<file path="src/rtl/core/wavhp_pkg.sv">
// Shared types and constants for the WAV PCM header parser.
// Used by every module under rtl/core; depends on nothing else.
package wavhp_pkg;

   typedef struct packed {
      logic [7:0] byte_value;
      logic       start_of_file;
   } wavhp_req_type;

   typedef struct packed {
      logic [1:0]  kind;
      logic [2:0]  error_code;
      logic [1:0]  channel_count;
      logic [31:0] rate_hz;
      logic [4:0]  sample_bits;
      logic [31:0] payload_size;
      logic [7:0]  payload_byte;
      logic        last;
   } wavhp_rsp_type;

   // Parser phases.
   localparam logic [1:0] PHASE_HEADER  = 2'd0;
   localparam logic [1:0] PHASE_BADMARK = 2'd1;
   localparam logic [1:0] PHASE_PAYLOAD = 2'd2;
   localparam logic [1:0] PHASE_DONE    = 2'd3;

   // Result kinds.
   localparam logic [1:0] KIND_HEADER  = 2'd0;
   localparam logic [1:0] KIND_PAYLOAD = 2'd1;
   localparam logic [1:0] KIND_ERROR   = 2'd2;

   // Error codes.
   localparam logic [2:0] ERR_MARK     = 3'd0;
   localparam logic [2:0] ERR_FORMAT   = 3'd1;
   localparam logic [2:0] ERR_CHANNELS = 3'd2;
   localparam logic [2:0] ERR_BITS     = 3'd3;
   localparam logic [2:0] ERR_DATA     = 3'd4;

   // Header byte offsets at which a field or mark is complete.
   localparam logic [5:0] OFS_RIFF     = 6'd3;
   localparam logic [5:0] OFS_WAVE     = 6'd11;
   localparam logic [5:0] OFS_FMT      = 6'd15;
   localparam logic [5:0] OFS_FMT_SIZE = 6'd19;
   localparam logic [5:0] OFS_FORMAT   = 6'd21;
   localparam logic [5:0] OFS_CHANNELS = 6'd23;
   localparam logic [5:0] OFS_RATE     = 6'd27;
   localparam logic [5:0] OFS_BITS     = 6'd35;
   localparam logic [5:0] OFS_DATA     = 6'd39;
   localparam logic [5:0] OFS_SIZE     = 6'd43;

   // Four-byte marks in both byte orders.
   localparam logic [31:0] MARK_RIFF_A = 32'h52494646;
   localparam logic [31:0] MARK_RIFF_B = 32'h46464952;
   localparam logic [31:0] MARK_WAVE_A = 32'h57415645;
   localparam logic [31:0] MARK_WAVE_B = 32'h45564157;
   localparam logic [31:0] MARK_FMT_A  = 32'h666d7420;
   localparam logic [31:0] MARK_FMT_B  = 32'h20746d66;
   localparam logic [31:0] MARK_DATA_A = 32'h64617461;
   localparam logic [31:0] MARK_DATA_B = 32'h61746164;

   localparam logic [31:0] FMT_CHUNK_SIZE = 32'd16;
   localparam logic [15:0] FMT_PCM        = 16'd1;
   localparam logic [15:0] BITS_8         = 16'd8;
   localparam logic [15:0] BITS_16        = 16'd16;

   localparam int QUEUE_DEPTH = 2;

endpackage

</file>
<file path="src/rtl/core/wavhp_front.sv">
// Front end of the WAV parser: takes bytes, walks the header and builds results.
// Depends on wavhp_pkg.
module wavhp_front import wavhp_pkg::*; (
   input  logic          clock,
   input  logic          reset,
   input  logic          req_valid,
   output logic          req_ready,
   input  wavhp_req_type req,
   output logic          push_valid,
   output wavhp_rsp_type push_data,
   input  logic          push_space
);

   logic [1:0]  phase_ff, phase_in;
   logic [5:0]  offset_ff, offset_in;
   logic [31:0] shift_ff, shift_in;
   logic [1:0]  chan_ff, chan_in;
   logic [31:0] rate_ff, rate_in;
   logic [4:0]  bits_ff, bits_in;
   logic [31:0] size_ff, size_in;
   logic [31:0] left_ff, left_in;

   logic        accept;
   logic [1:0]  cur_phase;
   logic [5:0]  cur_offset;
   logic [31:0] cur_shift;
   logic [31:0] new_shift;
   logic [15:0] upper;
   logic [31:0] left_dec;

   assign req_ready = push_space;
   assign accept    = req_valid & push_space;

   always_comb begin
      // A start-of-file byte restarts the parse with this byte as header byte 0.
      cur_phase  = req.start_of_file ? PHASE_HEADER : phase_ff;
      cur_offset = req.start_of_file ? 6'd0 : offset_ff;
      cur_shift  = req.start_of_file ? 32'd0 : shift_ff;
      new_shift  = {req.byte_value, cur_shift[31:8]};
      upper      = new_shift[31:16];
      left_dec   = left_ff - 32'd1;

      phase_in   = phase_ff;
      offset_in  = offset_ff;
      shift_in   = shift_ff;
      chan_in    = chan_ff;
      rate_in    = rate_ff;
      bits_in    = bits_ff;
      size_in    = size_ff;
      left_in    = left_ff;
      push_valid = 1'b0;
      push_data  = '0;

      if (accept) begin
         phase_in  = cur_phase;
         offset_in = cur_offset;
         shift_in  = cur_shift;
         case (cur_phase)
            PHASE_DONE: begin
            end
            PHASE_PAYLOAD: begin
               if (left_ff == 32'd0) begin
                  phase_in = PHASE_DONE;
               end else begin
                  left_in                = left_dec;
                  push_valid             = 1'b1;
                  push_data.kind         = KIND_PAYLOAD;
                  push_data.payload_byte = req.byte_value;
                  push_data.last         = (left_dec == 32'd0);
                  if (left_dec == 32'd0) begin
                     phase_in = PHASE_DONE;
                  end
               end
            end
            default: begin
               shift_in  = new_shift;
               offset_in = cur_offset + 6'd1;
               case (cur_offset)
                  OFS_RIFF: begin
                     if (new_shift != MARK_RIFF_A && new_shift != MARK_RIFF_B) begin
                        phase_in = PHASE_BADMARK;
                     end
                  end
                  OFS_WAVE: begin
                     if (new_shift != MARK_WAVE_A && new_shift != MARK_WAVE_B) begin
                        phase_in = PHASE_BADMARK;
                     end
                  end
                  OFS_FMT: begin
                     if ((new_shift != MARK_FMT_A && new_shift != MARK_FMT_B) ||
                         cur_phase == PHASE_BADMARK) begin
                        push_valid           = 1'b1;
                        push_data.kind       = KIND_ERROR;
                        push_data.error_code = ERR_MARK;
                        push_data.last       = 1'b1;
                        phase_in             = PHASE_DONE;
                     end
                  end
                  OFS_FMT_SIZE: begin
                     size_in = new_shift;
                  end
                  OFS_FORMAT: begin
                     if (size_ff != FMT_CHUNK_SIZE || upper != FMT_PCM) begin
                        push_valid           = 1'b1;
                        push_data.kind       = KIND_ERROR;
                        push_data.error_code = ERR_FORMAT;
                        push_data.last       = 1'b1;
                        phase_in             = PHASE_DONE;
                     end
                  end
                  OFS_CHANNELS: begin
                     if (upper != 16'd1 && upper != 16'd2) begin
                        push_valid           = 1'b1;
                        push_data.kind       = KIND_ERROR;
                        push_data.error_code = ERR_CHANNELS;
                        push_data.last       = 1'b1;
                        phase_in             = PHASE_DONE;
                     end else begin
                        chan_in = upper[1:0];
                     end
                  end
                  OFS_RATE: begin
                     rate_in = new_shift;
                  end
                  OFS_BITS: begin
                     if (upper != BITS_8 && upper != BITS_16) begin
                        push_valid           = 1'b1;
                        push_data.kind       = KIND_ERROR;
                        push_data.error_code = ERR_BITS;
                        push_data.last       = 1'b1;
                        phase_in             = PHASE_DONE;
                     end else begin
                        bits_in = upper[4:0];
                     end
                  end
                  OFS_DATA: begin
                     if (new_shift != MARK_DATA_A && new_shift != MARK_DATA_B) begin
                        push_valid           = 1'b1;
                        push_data.kind       = KIND_ERROR;
                        push_data.error_code = ERR_DATA;
                        push_data.last       = 1'b1;
                        phase_in             = PHASE_DONE;
                     end
                  end
                  OFS_SIZE: begin
                     size_in                 = new_shift;
                     left_in                 = new_shift;
                     push_valid              = 1'b1;
                     push_data.kind          = KIND_HEADER;
                     push_data.channel_count = chan_ff;
                     push_data.rate_hz       = rate_ff;
                     push_data.sample_bits   = bits_ff;
                     push_data.payload_size  = new_shift;
                     push_data.last          = (new_shift == 32'd0);
                     phase_in = (new_shift == 32'd0) ? PHASE_DONE : PHASE_PAYLOAD;
                  end
                  default: begin
                  end
               endcase
            end
         endcase
      end
   end

   always_ff @(posedge clock) begin
      if (reset) begin
         phase_ff  <= PHASE_HEADER;
         offset_ff <= 6'd0;
         shift_ff  <= 32'd0;
         chan_ff   <= 2'd0;
         rate_ff   <= 32'd0;
         bits_ff   <= 5'd0;
         size_ff   <= 32'd0;
         left_ff   <= 32'd0;
      end else begin
         phase_ff  <= phase_in;
         offset_ff <= offset_in;
         shift_ff  <= shift_in;
         chan_ff   <= chan_in;
         rate_ff   <= rate_in;
         bits_ff   <= bits_in;
         size_ff   <= size_in;
         left_ff   <= left_in;
      end
   end

endmodule

</file>
<file path="src/rtl/core/wavhp_queue.sv">
// Two-entry result queue between the parser front end and the output stage.
// Depends on wavhp_pkg.
module wavhp_queue import wavhp_pkg::*; (
   input  logic          clock,
   input  logic          reset,
   input  logic          push_valid,
   input  wavhp_rsp_type push_data,
   output logic          push_space,
   output logic          pop_valid,
   output wavhp_rsp_type pop_data,
   input  logic          pop
);

   localparam int PtrWidth = (QUEUE_DEPTH > 1) ? $clog2(QUEUE_DEPTH) : 1;
   localparam int CntWidth = $clog2(QUEUE_DEPTH + 1);

   wavhp_rsp_type                entry_ff [QUEUE_DEPTH];
   logic [PtrWidth-1:0]          wr_ptr_ff, wr_ptr_in;
   logic [PtrWidth-1:0]          rd_ptr_ff, rd_ptr_in;
   logic [CntWidth-1:0]          count_ff, count_in;
   logic                         do_push;
   logic                         do_pop;

   assign push_space = (count_ff != CntWidth'(QUEUE_DEPTH));
   assign pop_valid  = (count_ff != '0);
   assign pop_data   = entry_ff[rd_ptr_ff];
   assign do_push    = push_valid & push_space;
   assign do_pop     = pop & pop_valid;

   always_comb begin
      wr_ptr_in = wr_ptr_ff;
      rd_ptr_in = rd_ptr_ff;
      count_in  = count_ff;
      if (do_push) begin
         wr_ptr_in = (wr_ptr_ff == PtrWidth'(QUEUE_DEPTH - 1)) ? '0 : wr_ptr_ff + 1'b1;
      end
      if (do_pop) begin
         rd_ptr_in = (rd_ptr_ff == PtrWidth'(QUEUE_DEPTH - 1)) ? '0 : rd_ptr_ff + 1'b1;
      end
      if (do_push && !do_pop) begin
         count_in = count_ff + 1'b1;
      end else if (do_pop && !do_push) begin
         count_in = count_ff - 1'b1;
      end
   end

   always_ff @(posedge clock) begin
      if (reset) begin
         wr_ptr_ff <= '0;
         rd_ptr_ff <= '0;
         count_ff  <= '0;
      end else begin
         wr_ptr_ff <= wr_ptr_in;
         rd_ptr_ff <= rd_ptr_in;
         count_ff  <= count_in;
      end
   end

   always_ff @(posedge clock) begin
      if (do_push) begin
         entry_ff[wr_ptr_ff] <= push_data;
      end
   end

endmodule

</file>
<file path="src/rtl/core/wavhp_back.sv">
// Output stage of the WAV parser: registers one result toward the consumer.
// Depends on wavhp_pkg.
module wavhp_back import wavhp_pkg::*; (
   input  logic          clock,
   input  logic          reset,
   input  logic          pop_valid,
   input  wavhp_rsp_type pop_data,
   output logic          pop,
   output logic          rsp_valid,
   input  logic          rsp_ready,
   output wavhp_rsp_type rsp
);

   logic          valid_ff, valid_in;
   wavhp_rsp_type data_ff;

   // The register refills whenever the queue holds a result and the register is empty or its transaction completes.
   assign pop      = pop_valid & (~valid_ff | rsp_ready);
   assign valid_in = pop | (valid_ff & ~rsp_ready);

   assign rsp_valid = valid_ff;
   assign rsp       = data_ff;

   always_ff @(posedge clock) begin
      if (reset) begin
         valid_ff <= 1'b0;
      end else begin
         valid_ff <= valid_in;
      end
   end

   always_ff @(posedge clock) begin
      if (pop) begin
         data_ff <= pop_data;
      end
   end

endmodule

</file>
<file path="src/rtl/core/wav_pcm_header_parser.sv">
// Top level of the WAV PCM header parser: front end, result queue, output stage.
// Depends on wavhp_pkg, wavhp_front, wavhp_queue and wavhp_back.
//
//   Channel   Ports                               Payload
//   input     req_valid, req_ready, req_data      one file byte and start-of-file flag
//   result    rsp_valid, rsp_ready, rsp_data      descriptor, payload byte or error
//
// One byte is taken per cycle while req_ready is high; a result from a byte passes
// through the two-entry queue and then the output register to rsp_data.
// Reset returns the parser to header byte 0 and empties the queue and output.
// A stalled consumer fills the queue; req_ready then drops, and it depends only
// on the queue fill count, not on rsp_ready.
module wav_pcm_header_parser import wavhp_pkg::*; (
   input  logic          clock,
   input  logic          reset,
   input  logic          req_valid,
   output logic          req_ready,
   input  wavhp_req_type req_data,
   output logic          rsp_valid,
   input  logic          rsp_ready,
   output wavhp_rsp_type rsp_data
);

   logic          push_valid;
   logic          push_space;
   wavhp_rsp_type push_data;
   logic          pop_valid;
   logic          pop;
   wavhp_rsp_type pop_data;

   wavhp_front u_front (
      .clock      (clock),
      .reset      (reset),
      .req_valid  (req_valid),
      .req_ready  (req_ready),
      .req        (req_data),
      .push_valid (push_valid),
      .push_data  (push_data),
      .push_space (push_space)
   );

   wavhp_queue u_queue (
      .clock      (clock),
      .reset      (reset),
      .push_valid (push_valid),
      .push_data  (push_data),
      .push_space (push_space),
      .pop_valid  (pop_valid),
      .pop_data   (pop_data),
      .pop        (pop)
   );

   wavhp_back u_back (
      .clock     (clock),
      .reset     (reset),
      .pop_valid (pop_valid),
      .pop_data  (pop_data),
      .pop       (pop),
      .rsp_valid (rsp_valid),
      .rsp_ready (rsp_ready),
      .rsp       (rsp_data)
   );

endmodule

</file>
<file path="config.mk">
export PLATFORM = sky130hd
export DESIGN_NAME = wav_pcm_header_parser
export DESIGN_NICKNAME = d
export VERILOG_FILES = /design/src/rtl/core/wavhp_pkg.sv /design/src/rtl/core/wavhp_front.sv /design/src/rtl/core/wavhp_queue.sv /design/src/rtl/core/wavhp_back.sv /design/src/rtl/core/wav_pcm_header_parser.sv
export SDC_FILE = /design/constraint.sdc
export NUM_CORES = 1
export LEC_CHECK = 0
export ABC_CLOCK_PERIOD_IN_PS = 20800
export BUFFER_PORTS_ARGS = -buffer_cell sky130_fd_sc_hd__buf_4
export CORE_MARGIN = 2
export CORE_UTILIZATION = 40
export DETAILED_ROUTE_END_ITERATION = 7
export SLEW_MARGIN = 20
export SYNTH_ARGS = -nofsm -noshare
export SYNTH_HDL_FRONTEND = slang
export SYNTH_SLANG_ARGS = --single-unit
</file>
<file path="constraint.sdc">
create_clock -name clock -period 20.8 [get_ports clock]
set_input_delay 4.16 -clock clock [delete_from_list [all_inputs] [get_ports clock]]
set_output_delay 4.16 -clock clock [all_outputs]
set_load 0.05 [all_outputs]
</file>
==> Word-level counts from Yosys, hierarchy flattened <==
Memories as Yosys holds them, arrays and structs flattened. A register that Yosys moved wholly into a read port is not among the register bits.
Cells that the tools add are included.
{ "op_classes": {"addsub": 6, "eq_ne": 28, "muxes": 51, "bitwise": 13, "n_reduce_logical": 25} }
{ "ops": {"columns": ["operator", "count"], "rows": [
  ["32-bit by 31-bit inequality test with 1-bit output, second input constant", 7],
  ["32-bit 2-to-1 mux", 4],
  ["32-bit logical NOT", 3],
  ["85-bit 2-to-1 mux", 1],
  ["74-bit 2-to-1 mux", 1],
  ["71-bit 2-to-1 mux", 1],
  ["32-bit one-hot mux with 2 select lines", 1],
  ["32-bit by 30-bit inequality test with 1-bit output, second input constant", 1],
  ["32-bit by 5-bit inequality test with 1-bit output, second input constant", 1],
  ["32-bit by 1-bit subtractor with 32-bit output, second input constant", 1],
  ["5-bit 2-to-1 mux", 5],
  ["6-bit by 5-bit equality test with 1-bit output, second input constant", 4],
  ["2-bit 2-to-1 mux", 12],
  ["6-bit equality test, second input constant", 3],
  ["16-bit by 1-bit inequality test with 1-bit output, second input constant", 1],
  ["16-bit by 2-bit inequality test with 1-bit output, second input constant", 1],
  ["16-bit by 4-bit inequality test with 1-bit output, second input constant", 1],
  ["16-bit by 5-bit inequality test with 1-bit output, second input constant", 1],
  ["2-bit one-hot mux with 8 select lines", 1],
  ["3-bit one-hot mux with 5 select lines", 1],
  ["1-bit 2-to-1 mux", 13],
  ["6-bit by 4-bit equality test with 1-bit output, second input constant", 2],
  ["6-bit 2-to-1 mux", 2],
  ["1-bit one-hot mux with 6 select lines", 2],
  ["other kinds (23)", 53]
]} }
{ "totals": {"regBits": 140, "mem_bits_rw": 170, "in_bits": 13, "out_inout_bits": 87, "elab_cells": 136, "mem_count": 1} }
{ "memory_table": {"columns": ["memory", "depth", "word_bits", "rd", "rd_clocked_by_memory_dff", "wr", "line_no", "source"], "rows": [
  ["u_queue.entry_ff", 2, 85, 1, 1, 1, "wavhp_queue.sv:17", "wavhp_rsp_type entry_ff [QUEUE_DEPTH];"]
]} }

==> Longest topological paths before layout <==
{ "depth": {"ltp_word": 13, "depth_mapped": 17, "mapped_depth_nobuf": 14} }

==> Cells and area by module <==
Synthesis repeated with hierarchy kept, for this count alone.
{ "hier_totals": {"cells_unflattened": 1463, "hier_area_um2": 16704.8} }
{ "by_module_without_submodules": {"columns": ["module", "n_inst", "cells_each", "area_per_inst_um2", "seq_area_each_um2"], "rows": [
  ["wavhp_front", 1, 1085, 7733.7, 2702.6],
  ["wavhp_queue", 1, 288, 6363.6, 5205.0],
  ["wavhp_back", 1, 90, 2607.5, 2572.5]
]} }

==> Least setup slack after synthesis <==
Ideal clock, no wire load.
{ "synth_timing": {"path_type": "input -> register", "start": "input port req_data[0] (netlist bit)", "end": "memory u_queue.entry_ff[1][0] (netlist bit) (enable)", "setup_ps": 659, "arrival_ps": 12353, "required_time_ps": 20141, "setup_slack_ps": 7789, "cell_stages": 12, "path_buffers": 5, "path_cell_list": "clkbuf_1 > clkbuf_1 > clkbuf_1 > nor2b_1 > ha_1 > nor2b_1 > and3_1 > nor2b_1 > nor2_1 > clkbuf_1 > buf_2 > a21boi_0"} }
{ "synth_between": {"elab_chain_cells": 11, "word_cells_on_any_way": 37, "cone_classes": "17 x eq/ne; 13 x mux; 1 x bitwise; 6 x reduce/logical"} }
{ "synth_rtl": {"columns": ["item", "line_no", "source"], "rows": [
  ["start, declared", "wav_pcm_header_parser.sv:18", "input wavhp_req_type req_data,"],
  ["32-bit 2-to-1 mux", "wavhp_front.sv:38", "cur_shift = req.start_of_file ? 32'd0 : shift_ff;"],
  ["32-bit by 31-bit inequality test with 1-bit output / 32-bit by 30-bit inequality test with 1-bit output (equally long branches)", "wavhp_front.sv:90", "if ((new_shift != MARK_FMT_A && new_shift != MARK_FMT_B) ||"],
  ["1-bit logical AND", "wavhp_front.sv:90", null],
  ["1-bit logical OR", "wavhp_front.sv:90", null],
  ["1-bit 2-to-1 mux", "wavhp_front.sv:90", null],
  ["1-bit one-hot mux with 6 select lines", "wavhp_front.sv:78", "case (cur_offset)"],
  ["1-bit one-hot mux with 2 select lines *", "wavhp_front.sv:58", "case (cur_phase)"],
  ["1-bit 2-to-1 mux *", "wavhp_front.sv:54", "if (accept) begin"],
  ["1-bit bitwise AND *", "wavhp_queue.sv:27", "assign do_push = push_valid & push_space;"],
  ["1-bit 2-to-1 mux *", "wavhp_queue.sv:60", "if (do_push) begin"],
  ["1-bit 2-to-1 mux (not written as such) *", "wavhp_queue.sv:61", "entry_ff[wr_ptr_ff] <= push_data;"],
  ["end, declared", "wavhp_queue.sv:17", null]
]} }
Every way passes the cells marked *; elsewhere a longest branch is shown, timed or not. The select of a mux whose other input is x is not followed.

==> Worst setup path in the final report <==
{ "layout_timing": {"start": "input port req_data[0] (netlist bit)", "end": "register u_queue.count_ff[1]"} }
{ "layout_between": {"elab_chain_cells": 12, "word_cells_on_any_way": 40, "cone_classes": "17 x eq/ne; 12 x mux; 1 x bitwise; 10 x reduce/logical"} }
{ "layout_rtl": {"columns": ["item", "line_no", "source"], "rows": [
  ["32-bit 2-to-1 mux", "wavhp_front.sv:38", null],
  ["32-bit by 31-bit inequality test with 1-bit output / 32-bit by 30-bit inequality test with 1-bit output (equally long branches)", "wavhp_front.sv:90", null],
  ["1-bit logical AND", "wavhp_front.sv:90", null],
  ["1-bit logical OR", "wavhp_front.sv:90", null],
  ["1-bit 2-to-1 mux", "wavhp_front.sv:90", null],
  ["1-bit one-hot mux with 6 select lines", "wavhp_front.sv:78", null],
  ["1-bit one-hot mux with 2 select lines *", "wavhp_front.sv:58", null],
  ["1-bit 2-to-1 mux *", "wavhp_front.sv:54", null],
  ["1-bit bitwise AND *", "wavhp_queue.sv:27", null],
  ["net u_queue.do_push", "wavhp_queue.sv:21", "logic do_push;"],
  ["1-bit logical NOT", "wavhp_queue.sv:42", "end else if (do_pop && !do_push) begin"],
  ["1-bit logical AND", "wavhp_queue.sv:42", null],
  ["2-bit nonzero test (no line)", null, null],
  ["end signal, assigned", "wavhp_queue.sv:55", "count_ff <= count_in;"],
  ["end, declared", "wavhp_queue.sv:20", "logic [CntWidth-1:0] count_ff, count_in;"]
]} }
Mark *: on every way through the listed nets, which the timed path passes. The rest lies on a longest branch. The select of a mux whose other input is x is not followed.
A chain may end at the register's enable or synchronous reset.

==> reports/results.ini <==
[status]
status = complete, no violations

[place]
place_congestion = 0.905
io_buffers = 99
dpl.hpwl_mm = 26.0
pre_cts_ws_ns = 12.68

[die]
coreArea_sq_um = 40900
start_util_pct = 40.6
die_x_um = 208
row_count = 74
die_y_um = 208
ios = 100
die-area_sq_um = 43100

[grt]
grt_usage_pct = 18.7
grt_first_pass_wirelength_mm = 63.8
first_global_vias = 10800
overflow = 0
antenna_found_initial = 1
grt_max_degree = 86

[setup_path]
critPathTopFamily = simple AND/OR/NAND/NOR gates
critPathLaunchType = input pin
end_kind = flip-flop
arrival_ns = 8.06
slowest_delay_ns = 0.55
r2r-start = u_front.shift_ff[24]
path_buf_inv = 4
cp_cell_sequence = buf_4, clkinv_1, nand2_1, inv_1, ha_1, nor2b_1, and3_1, nor2b_2, nor2_2, buf_4, nand2_1, ha_1, or3_1, a21oi_1
cp_slowest_cell = clkinv_1
startpoint = req_data[0]
path_max_fanout = 45
required_ns = 21.26
r2r_cells = 10
worstSetupPathType = in2reg
worstReg2RegEnd = u_queue.count_ff[1]
r2r_setup_slack_ns = 17.11

[sta]
hold_ws_ns = 0.451
setup_slack_ns = 13.20
relSlewSlack_pct = 26.1
setup_viol = 0
fin_skew_ns = 0.0220
tightest_slew_ns = 1.11
min_period_ns = 7.60
drv_slew = 0
hold_viol_final = 0
max_freq_mhz = 132
tns_ns = 0
rsz0062_at_grt = no
period_share_pct = 36.5

[pwr]
ir_worst_vdd_v = 0.0000544
p_leak_nw = 6.48
power_density_nw_per_um2 = 82.2

[min_path]
hold_path_end = u_front.rate_ff[27]
min_from = u_front.rate_ff[27]
hold_path.class = reg2reg
hold_depth = 2

[synth]
syn_avg_cell_area_sq_um = 11.7
yosysSeqAreaShare_pct = 63.0
synth_fp_nets = 1434
synth_area_leaders = edfxtp_1, dfxtp_1, mux2_2
synth.top_cells.by_count = edfxtp_1, dfxtp_1, nand2_1
yosys_warnings = 0
synth_top_area_cell = edfxtp_1
yosysMostFrequentCell = edfxtp_1
ys.flop_type = edfxtp_1
synth_seq_cells = 395
synth_cell_type_count = 71
synthCells = 1415
synth-edff-count = 255
synth_top_area_share_pct = 46.1
synth_area_sq_um = 16600
synthArstFlopShare_pct = 0

[drt]
routed_wirelength_mm = 41.1
final_antenna_net_count = 0
remaining_drc_errors = 0
drt-initial-drc-count = 969
num_vias = 11300
vias_per_cell = 5.53
first_pass_iters = 5
routedWlPerCell_um = 20.2

[clock_network]
clock_latency_ns = 0.54
post_cts_buffers = 0
clk_path_buf_depth = 3
cts_tree = done
cts.sinks = 395
cts-buffers-inserted = 41
clk_pin_slew_ns = 0.06
root_buffer = clkbuf_16
htreeDepth = 2
postCtsResizedCells = 0
holdBufCountCts = 0

[cells_and_area]
drive_gt1_share_pct = 19.0
final_util_pct = 46.7
syn2layout_area_growth_pct = 15.3
nets = 1493
fill_cells = 3717
n_antenna_cell = 0

[flow_run]
cap_violations = 0

power by group:
| part | switching, mW | leakage [nW] | internal, mW |
|---|---|---|---|
| Clock | 0.297 | 0.641 | 0.415 |
| Sequential | 0.00388 | 3.33 | 0.826 |
| Combinational | 0.0223 | 2.50 | 0.00743 |
| Total | 0.324 | 6.48 | 1.25 |
metal layers:
metal	vias to the layer above	track usage [%]	wire (um)
li1	5289	-	-
met1	5483	26.7	18600
met5	-	0	0
met4	0	6.31	1310
met3	82	3.04	2770
met2	401	29.0	18400
metrics by stage:
step	cell area [sq um]	power [mW]	instances
after floorplan	16600	0.863	1415
after global placement	17800	0.876	1962
after detailed placement	17800	0.876	1963
after CTS	19100	1.59	2037
after global routing	19100	1.62	2037
final	19100	1.57	2037
cell type report:
class	count	area (sq um)	area share, %
timing repair buffer	115	878	4.59
tap	532	666	3.48
sequential	395	10500	54.7
clock buffer	56	1150	6.03
inverter	11	42.5	0.222
clock inverter	18	161	0.844
multi-input combinational	910	5760	30.1
cells by family (layout without fill, tap and decap cells):
group           Yosys count  in the layout  synth area share, %
xor+xnor                 12             12                0.633
flops                   395            395                 63.0
fa+ha+maj                 6              6                0.452
buf+inv                 110            200                 2.61
compound gates          215            215                 7.86
mux                     120            120                 7.88
simple gates            557            557                 17.5
registers in the layout, summed over array words and instances, names as in the netlist:
| signal | cells |
|---|---|
| u_front.rate_ff | 32 |
| u_front.left_ff | 32 |
| u_back.rsp_valid | 1 |
| u_back.rsp | 85 |
| u_front.chan_ff | 2 |
| u_queue.entry_ff | 170 |
| u_queue.wr_ptr_ff | 1 |
| u_front.bits_ff | 5 |
| u_front.size_ff | 32 |
| u_queue.rd_ptr_ff | 1 |
| u_front.phase_ff | 2 |
| u_front.shift_ff | 24 |
| u_queue.count_ff | 2 |
| u_front.offset_ff | 6 |
cells in the final DEF, fill, tap and decap left out, types with 6 or more instances in the layout:
cell type | synthesis | final
clkbuf_1 | 85 | 9
nand2b_1 | 6 | 6
inv_1 | 10 | 9
buf_4 | 2 | 112
o22ai_1 | 8 | 8
nand4_1 | 24 | 24
a21oi_1 | 88 | 85
o31ai_1 | 7 | 7
ha_1 | 6 | 6
clkinv_1 | 1 | 6
nor2b_1 | 31 | 29
nor4b_1 | 8 | 8
and3_1 | 18 | 18
nor4_1 | 30 | 30
clkinv_2 | 0 | 6
edfxtp_1 | 255 | 255
dfxtp_1 | 140 | 139
nor2_1 | 131 | 130
o21ai_0 | 43 | 43
a211oi_1 | 10 | 10
or4_1 | 6 | 6
nor3b_1 | 9 | 8
clkbuf_16 | 0 | 42
nand2_1 | 140 | 140
or3_1 | 12 | 12
nor3_1 | 36 | 35
and2_1 | 61 | 61
mux2_2 | 85 | 85
mux2i_1 | 35 | 35
a31oi_1 | 7 | 7
xor2_1 | 7 | 7
a22oi_1 | 22 | 22
nand3_1 | 16 | 15
worst max path at each step:
| stage | end | slack [ns] | cells after the start |
|---|---|---|---|
| 2_1_floorplan | u_queue.entry_ff[1][0] | 7.79 | 12 |
| 3_3_place_gp | u_queue.entry_ff[1][54] | 12.61 | 12 |
| 3_5_place_dp | u_queue.count_ff[1] | 12.68 | 14 |
| 4_1_cts | u_queue.count_ff[1] | 13.25 | 14 |
| 5_1_grt | u_queue.count_ff[1] | 12.86 | 14 |
| 6_report | u_queue.count_ff[1] | 13.20 | 14 |
tightest hold or removal path, cell delays in order (launching register included):
cell,delay (ns)
dfxtp_1,0.30
nand2_1,0.05
a21oi_1,0.05
(Power assumes the default switching activity.)
